--- config.mk ---
export PLATFORM = sky130hd
export DESIGN_NAME = bitmap_block_allocator
export DESIGN_NICKNAME = d
export VERILOG_FILES = /design/src/rtl/bba_pkg.sv /design/src/rtl/bitmap_block_allocator.sv /design/src/rtl/bba_ram.sv /design/src/rtl/bba_div.sv
export SDC_FILE = /design/constraint.sdc
export NUM_CORES = 2
export LEC_CHECK = 0
export ABC_AREA = 1
export BUFFER_PORTS_ARGS = -buffer_cell sky130_fd_sc_hd__buf_4
export CAP_MARGIN = 40
export CORE_ASPECT_RATIO = 1.5
export CORE_MARGIN = 1
export CORE_UTILIZATION = 48
export CTS_CLUSTER_SIZE = 30
export DETAILED_ROUTE_END_ITERATION = 8
export HOLD_SLACK_MARGIN = 0.06
export PLACE_DENSITY = 0.63
export RECOVER_POWER = 50
export SETUP_SLACK_MARGIN = 0.15
export SLEW_MARGIN = 10
export SYNTH_ARGS = -nofsm -noshare
export SYNTH_HDL_FRONTEND = slang
export SYNTH_SLANG_ARGS = --single-unit
--- constraint.sdc ---
create_clock -name clk -period 10.2 [get_ports clk]
set_input_delay 0.51 -clock clk [delete_from_list [all_inputs] [get_ports clk]]
set_output_delay 0.51 -clock clk [all_outputs]
set_load 0.005 [all_outputs]
--- src/rtl/bba_pkg.sv ---
`default_nettype none
// ----------------------------------------------------------------------------
// bba_pkg
// Shared widths, codes and reset values for the bitmap block allocator.
// ----------------------------------------------------------------------------
package bba_pkg;

  localparam int DEF_NUM_BLOCKS = 1024;

  localparam int CNT_W     = 11;
  localparam int ADDR_W    = 64;
  localparam int SIZE_W    = 17;
  localparam int STAT_W    = 2;
  localparam int CFG_IDX_W = 2;

  // Map words hold 32 block bits each
  localparam int WORD_BITS  = 32;
  localparam int WORD_IDX_W = $clog2(WORD_BITS);

  // Address offsets that can match a block fit in this many bits
  localparam int DVD_W = 33;

  localparam logic CMD_ALLOC = 1'b0;
  localparam logic CMD_MARK  = 1'b1;

  localparam logic [STAT_W-1:0] STAT_OK      = 2'd0;
  localparam logic [STAT_W-1:0] STAT_FULL    = 2'd1;
  localparam logic [STAT_W-1:0] STAT_NOFREE  = 2'd2;
  localparam logic [STAT_W-1:0] STAT_BADADDR = 2'd3;

  localparam logic [CFG_IDX_W-1:0] CFG_BLOCK_COUNT  = 2'd0;
  localparam logic [CFG_IDX_W-1:0] CFG_ROOT_ADDRESS = 2'd1;
  localparam logic [CFG_IDX_W-1:0] CFG_BLOCK_PITCH  = 2'd2;

  localparam logic [CNT_W-1:0]  RST_BLOCK_COUNT  = 11'd1024;
  localparam logic [ADDR_W-1:0] RST_ROOT_ADDRESS = 64'd0;
  localparam logic [SIZE_W-1:0] RST_BLOCK_PITCH  = 17'd4096;

endpackage
`default_nettype wire

--- src/rtl/bitmap_block_allocator.sv ---
`default_nettype none
// ----------------------------------------------------------------------------
// bitmap_block_allocator
// First-fit block allocator over a used/free bitmap held in a word-wide RAM.
// ----------------------------------------------------------------------------
// Allocate: map words are streamed one per cycle; once the word holding the
//   first free block is read, its index is multiplied by the pitch and added
//   to the root address. Cache full gives its result the cycle after start.
// Mark: a 33-step serial divider finds the block index, then one RAM
//   read/modify/write. Block size zero scans like allocate.
// One command at a time; done pulses for one cycle, the receiver cannot stall.
// Reset clears the map word by word with busy held high.
// ----------------------------------------------------------------------------
module bitmap_block_allocator #(
  parameter int NUM_BLOCKS = bba_pkg::DEF_NUM_BLOCKS
) (
  input  logic                            clk,
  input  logic                            rst,
  input  logic                            start,
  output logic                            busy,
  input  logic                            command,
  input  logic [bba_pkg::ADDR_W-1:0]      target_address,
  input  logic [bba_pkg::CNT_W-1:0]       cache_occupancy,
  input  logic                            cfg_we,
  input  logic [bba_pkg::CFG_IDX_W-1:0]   cfg_index,
  input  logic [bba_pkg::ADDR_W-1:0]      cfg_data,
  output logic                            done,
  output logic [bba_pkg::STAT_W-1:0]      status,
  output logic [bba_pkg::ADDR_W-1:0]      block_address
);
  import bba_pkg::*;

  localparam int MEM_DEPTH = (NUM_BLOCKS + WORD_BITS - 1) / WORD_BITS;
  localparam int AW        = (MEM_DEPTH > 1) ? $clog2(MEM_DEPTH) : 1;
  localparam int KW        = AW + WORD_IDX_W;
  localparam int NB_W      = $clog2(NUM_BLOCKS + 1);
  localparam int LW        = (NB_W > CNT_W) ? NB_W : CNT_W;
  localparam int CW        = LW + 1;
  localparam int PW        = KW + SIZE_W;

  typedef enum logic [7:0] {
    ST_CLEAR = 8'b0000_0001,
    ST_IDLE  = 8'b0000_0010,
    ST_SCAN  = 8'b0000_0100,
    ST_DIV   = 8'b0000_1000,
    ST_MRD   = 8'b0001_0000,
    ST_MCHK  = 8'b0010_0000,
    ST_MUL   = 8'b0100_0000,
    ST_ADD   = 8'b1000_0000
  } state_t;

  state_t state;

  logic [CNT_W-1:0]  block_count;
  logic [ADDR_W-1:0] root_address;
  logic [SIZE_W-1:0] block_pitch;

  logic              op_mark;
  logic [AW-1:0]     clr_addr;
  logic [AW:0]       scan_cnt;
  logic              chk_valid;
  logic [AW-1:0]     chk_word;
  logic [KW-1:0]     k_sel;
  logic [PW-1:0]     prod;
  logic              div_start;
  logic [DVD_W-1:0]  mark_off;

  logic                 mem_we;
  logic [AW-1:0]        mem_waddr;
  logic [WORD_BITS-1:0] mem_wdata;
  logic                 mem_re;
  logic [AW-1:0]        mem_raddr;
  logic [WORD_BITS-1:0] rd_data;

  logic                 div_done;
  logic [DVD_W-1:0]     div_quo;
  logic [SIZE_W-1:0]    div_rem;

  logic [LW-1:0]         limit;
  logic [CW-1:0]         nwords;
  logic [ADDR_W-1:0]     diff;
  logic                  issue;
  logic                  last_chk;
  logic [WORD_BITS-1:0]  valid_mask;
  logic [WORD_BITS-1:0]  free_bits;
  logic                  found;
  logic [WORD_IDX_W-1:0] free_idx;
  logic                  mark_used;

  // Blocks past the map or past the programmed count are never scanned
  always_comb begin
    if (LW'(block_count) >= LW'(NUM_BLOCKS)) begin
      limit = LW'(NUM_BLOCKS);
    end else begin
      limit = LW'(block_count);
    end
    nwords = (CW'(limit) + CW'(WORD_BITS - 1)) >> WORD_IDX_W;
    diff   = target_address - root_address;
    issue  = CW'(scan_cnt) < nwords;
  end

  always_comb begin
    last_chk = (CW'(chk_word) + CW'(1)) == nwords;
    if (last_chk && (limit[WORD_IDX_W-1:0] != '0)) begin
      valid_mask = (WORD_BITS'(1) << limit[WORD_IDX_W-1:0]) - WORD_BITS'(1);
    end else begin
      valid_mask = '1;
    end
    free_bits = ~rd_data & valid_mask;
    found     = |free_bits;
    free_idx  = '0;
    // lowest free bit wins
    for (int i = WORD_BITS - 1; i >= 0; i--) begin
      if (free_bits[i]) begin
        free_idx = WORD_IDX_W'(i);
      end
    end
    mark_used = rd_data[k_sel[WORD_IDX_W-1:0]];
  end

  always_comb begin
    mem_we    = 1'b0;
    mem_waddr = chk_word;
    mem_wdata = rd_data | (WORD_BITS'(1) << free_idx);
    mem_re    = 1'b0;
    mem_raddr = scan_cnt[AW-1:0];
    case (state)
      ST_CLEAR: begin
        mem_we    = 1'b1;
        mem_waddr = clr_addr;
        mem_wdata = '0;
      end
      ST_SCAN: begin
        mem_re = issue;
        mem_we = chk_valid && found;
      end
      ST_MRD: begin
        mem_re    = 1'b1;
        mem_raddr = k_sel[KW-1:WORD_IDX_W];
      end
      ST_MCHK: begin
        mem_we    = !mark_used;
        mem_waddr = k_sel[KW-1:WORD_IDX_W];
        mem_wdata = rd_data | (WORD_BITS'(1) << k_sel[WORD_IDX_W-1:0]);
      end
      default: begin
        mem_we = 1'b0;
      end
    endcase
  end

  bba_ram #(
    .WIDTH (WORD_BITS),
    .DEPTH (MEM_DEPTH),
    .AW    (AW)
  ) u_map (
    .clk   (clk),
    .we    (mem_we),
    .waddr (mem_waddr),
    .wdata (mem_wdata),
    .re    (mem_re),
    .raddr (mem_raddr),
    .rdata (rd_data)
  );

  bba_div u_div (
    .clk       (clk),
    .rst       (rst),
    .start     (div_start),
    .dividend  (mark_off),
    .divisor   (block_pitch),
    .done      (div_done),
    .quotient  (div_quo),
    .remainder (div_rem)
  );

  always_ff @(posedge clk) begin
    if (rst) begin
      state        <= ST_CLEAR;
      clr_addr     <= '0;
      done         <= 1'b0;
      div_start    <= 1'b0;
      chk_valid    <= 1'b0;
      block_count  <= RST_BLOCK_COUNT;
      root_address <= RST_ROOT_ADDRESS;
      block_pitch  <= RST_BLOCK_PITCH;
    end else begin
      done      <= 1'b0;
      div_start <= 1'b0;

      if (cfg_we) begin
        case (cfg_index)
          CFG_BLOCK_COUNT:  block_count  <= cfg_data[CNT_W-1:0];
          CFG_ROOT_ADDRESS: root_address <= cfg_data;
          CFG_BLOCK_PITCH:  block_pitch  <= cfg_data[SIZE_W-1:0];
          default:          ;
        endcase
      end

      case (state)
        ST_CLEAR: begin
          clr_addr <= clr_addr + AW'(1);
          if (clr_addr == AW'(MEM_DEPTH - 1)) begin
            state <= ST_IDLE;
          end
        end

        ST_IDLE: begin
          if (start) begin
            op_mark   <= command;
            scan_cnt  <= '0;
            chk_valid <= 1'b0;
            // hold the target offset, the address port may move after the beat
            mark_off  <= diff[DVD_W-1:0];
            if (command == CMD_ALLOC) begin
              if (cache_occupancy >= block_count) begin
                done          <= 1'b1;
                status        <= STAT_FULL;
                block_address <= '0;
              end else begin
                state <= ST_SCAN;
              end
            end else if (block_pitch == '0) begin
              // every block sits at the root: take the lowest free one
              if ((diff == '0) && (limit != '0)) begin
                state <= ST_SCAN;
              end else begin
                done          <= 1'b1;
                status        <= STAT_BADADDR;
                block_address <= '0;
              end
            end else if (diff[ADDR_W-1:DVD_W] != '0) begin
              done          <= 1'b1;
              status        <= STAT_BADADDR;
              block_address <= '0;
            end else begin
              div_start <= 1'b1;
              state     <= ST_DIV;
            end
          end
        end

        ST_SCAN: begin
          if (issue) begin
            scan_cnt <= scan_cnt + (AW + 1)'(1);
          end
          chk_valid <= issue;
          chk_word  <= scan_cnt[AW-1:0];
          if (chk_valid) begin
            if (found) begin
              k_sel <= {chk_word, free_idx};
              if (op_mark) begin
                done          <= 1'b1;
                status        <= STAT_OK;
                block_address <= '0;
                state         <= ST_IDLE;
              end else begin
                state <= ST_MUL;
              end
            end else if (last_chk) begin
              done          <= 1'b1;
              status        <= op_mark ? STAT_BADADDR : STAT_NOFREE;
              block_address <= '0;
              state         <= ST_IDLE;
            end
          end
        end

        ST_DIV: begin
          if (div_done) begin
            if ((div_rem == '0) && (div_quo < DVD_W'(limit))) begin
              k_sel <= div_quo[KW-1:0];
              state <= ST_MRD;
            end else begin
              done          <= 1'b1;
              status        <= STAT_BADADDR;
              block_address <= '0;
              state         <= ST_IDLE;
            end
          end
        end

        ST_MRD: begin
          state <= ST_MCHK;
        end

        ST_MCHK: begin
          done          <= 1'b1;
          status        <= mark_used ? STAT_BADADDR : STAT_OK;
          block_address <= '0;
          state         <= ST_IDLE;
        end

        ST_MUL: begin
          prod  <= PW'(k_sel) * PW'(block_pitch);
          state <= ST_ADD;
        end

        ST_ADD: begin
          done          <= 1'b1;
          status        <= STAT_OK;
          block_address <= root_address + ADDR_W'(prod);
          state         <= ST_IDLE;
        end

        default: begin
          state <= ST_IDLE;
        end
      endcase
    end
  end

  assign busy = (state != ST_IDLE);

  // A result only closes a command that was in flight
  a_done_after_work: assert property (@(posedge clk) disable iff (rst)
    done |-> $past(state != ST_IDLE) || $past(start))
    else $error("result beat without a command in flight");

  // An accepted command holds the block busy or answers at once
  a_start_busy: assert property (@(posedge clk) disable iff (rst)
    (start && !busy) |=> busy || done)
    else $error("accepted command neither started work nor answered");

  // Map writes happen only in the clear pass or on a found free block
  a_map_write: assert property (@(posedge clk) disable iff (rst)
    mem_we |-> (state == ST_CLEAR) || (state == ST_SCAN) || (state == ST_MCHK))
    else $error("map written outside clear or take");

  // Failed commands and marks carry a zero address
  a_zero_addr: assert property (@(posedge clk) disable iff (rst)
    (done && (status != STAT_OK)) |-> (block_address == '0))
    else $error("failed command returned a nonzero address");

  // Divider answers only while the block waits for it
  a_div_done: assert property (@(posedge clk) disable iff (rst)
    div_done |-> (state == ST_DIV))
    else $error("divider finished outside the mark lookup");

endmodule
`default_nettype wire

--- src/rtl/bba_ram.sv ---
`default_nettype none
// ----------------------------------------------------------------------------
// bba_ram
// Generic simple dual-port RAM: one write port, one read port, registered read.
// ----------------------------------------------------------------------------
module bba_ram #(
  parameter int WIDTH = 32,
  parameter int DEPTH = 32,
  parameter int AW    = (DEPTH > 1) ? $clog2(DEPTH) : 1
) (
  input  logic             clk,
  input  logic             we,
  input  logic [AW-1:0]    waddr,
  input  logic [WIDTH-1:0] wdata,
  input  logic             re,
  input  logic [AW-1:0]    raddr,
  output logic [WIDTH-1:0] rdata
);

  logic [WIDTH-1:0] mem [DEPTH];

  always_ff @(posedge clk) begin
    if (we) begin
      mem[waddr] <= wdata;
    end
    if (re) begin
      rdata <= mem[raddr];
    end
  end

endmodule
`default_nettype wire

--- src/rtl/bba_div.sv ---
`default_nettype none
// ----------------------------------------------------------------------------
// bba_div
// Restoring divider, one quotient bit per cycle, for the mark address lookup.
// ----------------------------------------------------------------------------
module bba_div (
  input  logic                         clk,
  input  logic                         rst,
  input  logic                         start,
  input  logic [bba_pkg::DVD_W-1:0]    dividend,
  input  logic [bba_pkg::SIZE_W-1:0]   divisor,
  output logic                         done,
  output logic [bba_pkg::DVD_W-1:0]    quotient,
  output logic [bba_pkg::SIZE_W-1:0]   remainder
);
  import bba_pkg::*;

  localparam int STEP_W = $clog2(DVD_W + 1);

  logic [DVD_W-1:0]  quo;
  logic [SIZE_W-1:0] rem;
  logic [SIZE_W-1:0] dsr;
  logic [STEP_W-1:0] cnt;
  logic              run;

  logic [SIZE_W:0] r_sh;
  logic [SIZE_W:0] r_sub;
  logic            ge;

  always_comb begin
    r_sh  = {rem, quo[DVD_W-1]};
    ge    = r_sh >= {1'b0, dsr};
    r_sub = r_sh - {1'b0, dsr};
  end

  always_ff @(posedge clk) begin
    if (rst) begin
      run  <= 1'b0;
      done <= 1'b0;
    end else begin
      done <= 1'b0;
      if (start) begin
        quo <= dividend;
        rem <= '0;
        dsr <= divisor;
        cnt <= STEP_W'(DVD_W);
        run <= 1'b1;
      end else if (run) begin
        rem <= ge ? r_sub[SIZE_W-1:0] : r_sh[SIZE_W-1:0];
        quo <= {quo[DVD_W-2:0], ge};
        cnt <= cnt - STEP_W'(1);
        if (cnt == STEP_W'(1)) begin
          run  <= 1'b0;
          done <= 1'b1;
        end
      end
    end
  end

  assign quotient  = quo;
  assign remainder = rem;

endmodule
`default_nettype wire
### Word-level counts from Yosys, hierarchy flattened

Memory sizes are Yosys's and may differ from the RTL's. A register that Yosys moved wholly into a read port is not among the register bits.
Index checks and enable logic that the tools add are counted.

* shift operators: 3
* add/sub/neg operators: 9
* equal/unequal tests: 30
* bitwise operators: 9
* $mul: 1
* magnitude comparators: 6
* mux-type cells: 118
* reduce and logical (&&, ||, !) cells: 33

Operators with widths (count)
* 2-to-1 mux 64 bit: 12
* case mux 64 bit (5 select lines): 1
* 2-to-1 mux 5 bit: 34
* << shifter 1 x 5 -> 32 bit (first input constant): 3
* 2-to-1 mux 8 bit: 11
* 2-to-1 mux 33 bit: 2
* adder 64 x 27 -> 64 bit: 1
* logical NOT 64 bit: 1
* bitwise OR 32 bit: 2
* case mux 32 bit (2 select lines): 1
* subtractor 64 bit: 1
* case mux 8 bit (6 select lines): 1
* 2-to-1 mux 10 bit: 4
* logical NOT 17 bit: 2
* 2-to-1 mux 17 bit: 2
* < comparator 33 x 11 -> 1 bit: 1
* bitwise AND 32 bit: 1
* 2-to-1 mux 32 bit: 1
* NOT 32 bit: 1
* OR reduction 32 bit: 1
* subtractor 32 x 2 -> 32 bit (second input constant): 1
* nonzero test 31 bit: 1
* multiplier 10 x 17 -> 27 bit: 1
* 2-to-1 mux 2 bit: 13
* other kinds (57): 110

* logic and storage cells: 232
* output and inout port bits: 68
* memories: 1
* RAM bits: 1024
* input bits: 146
* register bits: 331

Memories
* u_map.mem: words 32, width 32, rd ports 1, clocked after memory_dff 1, write ports 1, line bba_ram.sv:20 `logic [WIDTH-1:0] mem [DEPTH];`

### Depth between registers and ports, before layout

* word-level depth: 42
* mapped depth: 48

### Modules after synthesis

From an unflattened synthesis, not the netlist that was laid out.

* cells, all modules: 7182
* area total of the unflattened synthesis: 70312.4 um2

By module, submodules not included
* bba_ram: times used 1, area an instance 42726.0 um2, seq. area each 31710.4 um2, cells an instance 3536
* bitmap_block_allocator: times used 1, area an instance 23333.6 um2, seq. area each 6606.3 um2, cells an instance 3141
* bba_div: times used 1, area an instance 4252.8 um2, seq. area each 2232.1 um2, cells an instance 505

### Least setup slack after synthesis

No wires, ideal clock.

* path type: in2reg
* start: input target_address[0] (netlist bit)
* end: register block_address[0] (netlist bit), enable pin
* arrival time: 8.358 ns
* slack: 1.271 ns
* setup time: 0.571 ns
* stages on the path: 31
* data required time: 9.629 ns
* path through: inv_1 ha_1 fa_1 nand3b_1 nand2_1 a21oi_1 o21bai_1 a21oi_2 o21ai_1 nand2_1 nand2_1 nand2_1 nand2_1 a21boi_2 o21ai_1 nand2_1 nand2_1 a21oi_1 nor2_1 nor2_1 o21ai_1 nand2_1 nand2_1 xor2_1 nor2_1 nand2_1 nor2_1 nand3_1 nor2_1 a211o_1 nor3_1

* longest elaborated chain between the ends: 5
* elaborated cells on any way between the ends: 7

RTL lines
* start, declared: line bitmap_block_allocator.sv:22 `input logic [bba_pkg::ADDR_W-1:0] target_address,`
* subtractor 64 bit (*): line bitmap_block_allocator.sv:98 `diff = target_address - root_address;`
* logical NOT 64 bit: line bitmap_block_allocator.sv:225 `if ((diff == '0) && (limit != '0)) begin`
* logical AND 1 bit: line bitmap_block_allocator.sv:225
* inequality test 4 bit (no line)
* AND reduction 11 bit (no line) (*)
* end signal, assigned: line bitmap_block_allocator.sv:302 `block_address <= root_address + ADDR_W'(prod);`
* end, declared: line bitmap_block_allocator.sv:29 `output logic [bba_pkg::ADDR_W-1:0] block_address`

Mark *: on every way between the ends. The rest lies on a longest branch, timed or not.
A chain may end at the register's enable or synchronous reset.

### Worst setup path after layout

* start: register block_count[10]
* end: memory u_map.mem[20][15], enable pin

* longest elaborated chain between the ends: 12
* elaborated cells on any way between the ends: 15

RTL lines
* start, declared: line bitmap_block_allocator.sv:54 `logic [CNT_W-1:0] block_count;`
* start signal, assigned: line bitmap_block_allocator.sv:193 `CFG_BLOCK_COUNT: block_count <= cfg_data[CNT_W-1:0];`
* greater-or-equal comparator 11 bit: line bitmap_block_allocator.sv:92 `if (LW'(block_count) >= LW'(NUM_BLOCKS)) begin`
* 2-to-1 mux 11 bit (*): line bitmap_block_allocator.sv:92
* adder 11 x 5 -> 12 bit: line bitmap_block_allocator.sv:97 `nwords = (CW'(limit) + CW'(WORD_BITS - 1)) >> WORD_IDX_W;`
* == test 6 x 7 -> 1 bit: line bitmap_block_allocator.sv:103 `last_chk = (CW'(chk_word) + CW'(1)) == nwords;`
* logical AND 1 bit: line bitmap_block_allocator.sv:104 `if (last_chk && (limit[WORD_IDX_W-1:0] != '0)) begin`
* 2-to-1 mux 32 bit (*): line bitmap_block_allocator.sv:104
* bitwise AND 32 bit (*): line bitmap_block_allocator.sv:109 `free_bits = ~rd_data & valid_mask;`
* OR reduction 32 bit (*): line bitmap_block_allocator.sv:110 `found = |free_bits;`
* logical AND 1 bit (*): line bitmap_block_allocator.sv:135 `mem_we = chk_valid && found;`
* case mux 1 bit (3 select lines) (*): line bitmap_block_allocator.sv:127 `case (state)`
* 2-to-1 mux 1 bit (*): line bba_ram.sv:23 `if (we) begin`
* 2-to-1 mux 1 bit (not written as such) (*): line bba_ram.sv:24 `mem[waddr] <= wdata;`
* end, declared: line bba_ram.sv:20

Marked as above.

==> flow_summary.json <==
{
  "status": "finished with violations",
  "violations_in_the_final_reports": "capacitance limit, slew limit",
  "placementRows": 167,
  "timing.critical_path.fanout_max": 27,
  "grt_setup_unrepaired": "false",
  "numCtsBuffers": 136,
  "storage_cell_area_mm2": 0.0405,
  "power.net_switching_mw": 4.12,
  "grt_max_degree": 193,
  "cellInternalPower_mw": 10.4,
  "numClockSinks": 1387,
  "worstSetupPathType": "flip-flop to flip-flop",
  "slew_headroom": -1.57,
  "layout_worst_path_cycle_share": 0.827,
  "seq_power_share": 0.496,
  "gpl.final_weighted_congestion": 0.935,
  "wl_met3_um": 13700,
  "coreArea_mm2": 0.139,
  "hold_class": "input port to flip-flop",
  "power.ir.vdd_worst_v": 0.000111,
  "place_hpwl_um": 127000,
  "syn_area_mm2": 0.0673,
  "drv_cap": 31,
  "detail_route.first_pass.iterations": 8,
  "cts.path.max_buffers": 3,
  "leakagePower_nw": 27.9,
  "postCtsSetupBuffers": 0,
  "report.power.total_mw": 14.5,
  "timing.critical_path.from_type": "flip-flop",
  "combinational_share_of_power": 0.166,
  "tritoncts_clock_tree": "yes",
  "switching_share_of_total_power": 0.284,
  "report.final.setup_viol": 0,
  "globalRouteTotalUtil": 0.291,
  "final.fill_count": 12003,
  "dieWidth_um": 308,
  "dp_cells": 8134,
  "powerDensity_mw_per_mm2": 191,
  "place.port_buffers": 213,
  "grt.overflow.total": 0,
  "detail_route.wirelength.met1_um": 77100,
  "die-area_mm2": 0.142,
  "total_nets_after_synthesis": 6724,
  "timing.critical_path.to_type": "flip-flop",
  "routed-via-count": 50194,
  "drive_gt1_frac": 0.0839,
  "dr_wl_met2_um": 105000,
  "synth_sequential_area_ratio": 0.602,
  "compound_cell_area_share_of_the_yosys_netlist": 0.143,
  "timing.critical_path.required_ps": 10510,
  "synth_xor_area_frac": 0.0141,
  "final.hold.worst_slack_ps": 98.7,
  "layout.cell_area.non_filler_mm2": 0.0761,
  "areaGrowthSynthToFinish_pct": 13.1,
  "post-route-min-period_ps": 8430,
  "tightest_slew_ps": 3850,
  "ys_ff_latch": 1387,
  "pre_cts_slack_ps": 3330,
  "synthCells": 6255,
  "final_layout_net_count": 6942,
  "clock_latency_ps": 780,
  "placed_cell_area_mm2": 0.0717,
  "slew_violations": 1077,
  "final.setup_skew_ps": 27.6,
  "routed.top_layer": "met5",
  "edff_count_synth": 1277,
  "fmax_mhz": 119,
  "drcViolationCount": 0,
  "ys_dominant_reg_cell": "sky130_fd_sc_hd__edfxtp_1",
  "synthAdderAreaFrac": 0.0735,
  "detail-route-antenna-nets": 0,
  "htree_levels": 4,
  "synth_simple_gate_area_share": 0.116,
  "layout.cells.most_common": "sky130_fd_sc_hd__edfxtp_1",
  "worst-endpoint-arrival_ps": 8750,
  "grt_antenna_before_repair": 3,
  "dieHeight_um": 461,
  "grt_pass1_vias": 49725,
  "grt_first_pass_wirelength_um": 306000,
  "postSynth.asyncResetShare": 0,
  "final_cell_count_no_fill": 8442,
  "finalWirelength_um": 208000,
  "synth-warning-count": 0,
  "power_frac_clock": 0.338,
  "final.setup.worst_slack_ps": 1770,
  "drt_iter0_markers": 4845,
  "dominant_combinational_cell_family_by_area_after_synthesis": "compound AO/OA/AOI/OAI gates",
  "multiInputGateArea_mm2": 0.0236,
  "wire_per_inst_um": 24.7,
  "hold_viol_final": 0,
  "floorplan.initialDensity": 0.486,
  "setup_total_neg_slack_ps": 0,
  "clk_pin_slew_ps": 70,
  "routed_via_count_divided_by_cell_count": 5.95,
  "yosys.cell_types.count": 65,
  "design.portCount": 214,
  "synth_mux_area_frac": 0,
  "utilization": 0.549,
  "cts_root_buffer": "sky130_fd_sc_hd__clkbuf_16",
  "synth.avg_cell_area_um2": 10.8,
  "final_cell_mix": "sky130_fd_sc_hd__edfxtp_1, sky130_fd_sc_hd__nor2_1, sky130_fd_sc_hd__o21ai_0, sky130_fd_sc_hd__nand2_1, sky130_fd_sc_hd__inv_1"
}
-- timing repair --
action / in CTS / in global routing
resized for setup: 0 / 0
hold endpoints to repair: 68 / 0
hold buffers: 59 / 0
-- routing by layer --
layer / vias to the layer above / track usage
met1: 24664 / 0.344
met3: 584 / 0.0378
li1: 22785 / -
met2: 2159 / 0.509
met5: - / 0
met4: 2 / 0.163
-- logic make-up after synthesis --
| group | count (synthesis) |
|---|---|
| AOI/OAI and AO/OA | 1634 |
| adders and majority gates | 323 |
| buffers and inverters | 902 |
| and+or+nand+nor | 1901 |
| xor gates and xnor gates | 108 |
| DFF | 1387 |
-- path summary, 6_finish.rpt --
path | startpoint | to | slack [ps] | cells past startpoint
setup / recovery | block_count[10]$_SDFFE_PP1P_ | u_map.mem[20][15]$_DFFE_PP_ | 1770 | 27
hold / removal | cfg_data[54] | root_address[54]$_SDFFE_PP0P_ | 100 | 3
setup reg to reg | block_count[10]$_SDFFE_PP1P_ | u_map.mem[20][15]$_DFFE_PP_ | 1770 | 27
hold reg to reg | u_div.run$_SDFF_PP0_ | u_div.done$_SDFF_PP0_ | 460 | 2
-- state kept, by name, indices dropped and copies added (netlist names) --
signal and flops:
root_address 64, prod 27, u_div.cnt 6, u_div.remainder 17, block_count 11, block_pitch 17
k_sel 10, done 1, chk_valid 1, u_div.quotient 33, op_mark 1, state 8
u_div.done 1, u_div.dsr 17, div_start 1, chk_word 5, status 2, scan_cnt 6
block_address 64, mark_off 33, clr_addr 5, u_map.rdata 32, u_div.run 1, u_map.mem 1024
-- layout make-up --
cell class | count | area share
sequential | 1387 | 0.533
multi-input combinational | 3966 | 0.310
clock buffer | 179 | 0.0488
timing repair buffer | 400 | 0.0413
tap | 1859 | 0.0306
inverter | 582 | 0.0289
clock inverter | 67 | 0.00769
antenna | 2 | 0.0000657
-- power by group through the flow --
| stage | clock [mW] | combinational, mW | sequential, mW |
|---|---|---|---|
| floorplan | 0 | 1.35 | 7.27 |
| global placement | 0 | 2.30 | 7.29 |
| detailed placement | 0 | 2.41 | 7.29 |
| CTS | 4.97 | 2.44 | 7.17 |
| global route | 5.17 | 2.62 | 7.21 |
| finish | 4.90 | 2.42 | 7.19 |
-- worst max-delay path, cell delays in order (launching register included) --
cell	delay, ps
sky130_fd_sc_hd__dfxtp_1	360
sky130_fd_sc_hd__inv_1	560
sky130_fd_sc_hd__nand2_1	450
sky130_fd_sc_hd__nand2_1	260
sky130_fd_sc_hd__nor2_1	90
sky130_fd_sc_hd__nand2_1	70
sky130_fd_sc_hd__ha_1	190
sky130_fd_sc_hd__nand2_1	100
sky130_fd_sc_hd__clkinv_1	70
sky130_fd_sc_hd__nand2_1	60
sky130_fd_sc_hd__nor3_1	400
sky130_fd_sc_hd__clkinv_1	180
sky130_fd_sc_hd__nor2_1	210
sky130_fd_sc_hd__nand3_1	230
sky130_fd_sc_hd__nor3_1	240
sky130_fd_sc_hd__xor2_1	170
sky130_fd_sc_hd__o21ai_1	70
sky130_fd_sc_hd__o21ai_1	120
sky130_fd_sc_hd__nor2_1	100
sky130_fd_sc_hd__nand2_1	80
sky130_fd_sc_hd__nor2_1	40
sky130_fd_sc_hd__nand2_1	210
sky130_fd_sc_hd__nand3_1	170
sky130_fd_sc_hd__nand2_1	300
sky130_fd_sc_hd__inv_1	110
sky130_fd_sc_hd__nor3_1	150
sky130_fd_sc_hd__clkbuf_1	510
sky130_fd_sc_hd__clkbuf_1	2360
-- cells in the mapped netlist (6+ instances only) --
library cell / number / area share
sky130_fd_sc_hd__o21bai_1: 19 / 0.0021
sky130_fd_sc_hd__a21oi_1: 352 / 0.026
sky130_fd_sc_hd__xnor2_1: 41 / 0.0053
sky130_fd_sc_hd__o21ai_0: 739 / 0.055
sky130_fd_sc_hd__buf_1: 10 / 0.00056
sky130_fd_sc_hd__nand3_1: 144 / 0.011
sky130_fd_sc_hd__o211ai_1: 68 / 0.0076
sky130_fd_sc_hd__nor3_1: 54 / 0.0040
sky130_fd_sc_hd__clkbuf_1: 304 / 0.017
sky130_fd_sc_hd__nand3b_1: 6 / 0.00067
sky130_fd_sc_hd__o21a_1: 19 / 0.0021
sky130_fd_sc_hd__edfxtp_1: 1277 / 0.57
sky130_fd_sc_hd__nand4_1: 66 / 0.0061
sky130_fd_sc_hd__o211a_1: 8 / 0.0012
sky130_fd_sc_hd__inv_1: 560 / 0.031
sky130_fd_sc_hd__nor2_1: 840 / 0.047
sky130_fd_sc_hd__dfxtp_1: 110 / 0.033
sky130_fd_sc_hd__o221ai_1: 203 / 0.026
sky130_fd_sc_hd__o21ai_1: 22 / 0.0016
sky130_fd_sc_hd__o22ai_1: 78 / 0.0072
sky130_fd_sc_hd__xor2_1: 67 / 0.0087
sky130_fd_sc_hd__nand2_2: 6 / 0.00056
sky130_fd_sc_hd__nor4_1: 34 / 0.0032
sky130_fd_sc_hd__clkinv_1: 11 / 0.00061
sky130_fd_sc_hd__a31oi_1: 73 / 0.0068
sky130_fd_sc_hd__inv_2: 11 / 0.00061
sky130_fd_sc_hd__ha_1: 202 / 0.038
sky130_fd_sc_hd__o31ai_1: 6 / 0.00067
sky130_fd_sc_hd__fa_1: 121 / 0.036
sky130_fd_sc_hd__nand2_1: 720 / 0.040
sky130_fd_sc_hd__a311oi_1: 8 / 0.0010
sky130_fd_sc_hd__or2_2: 7 / 0.00065
(Power assumes the default switching activity.)
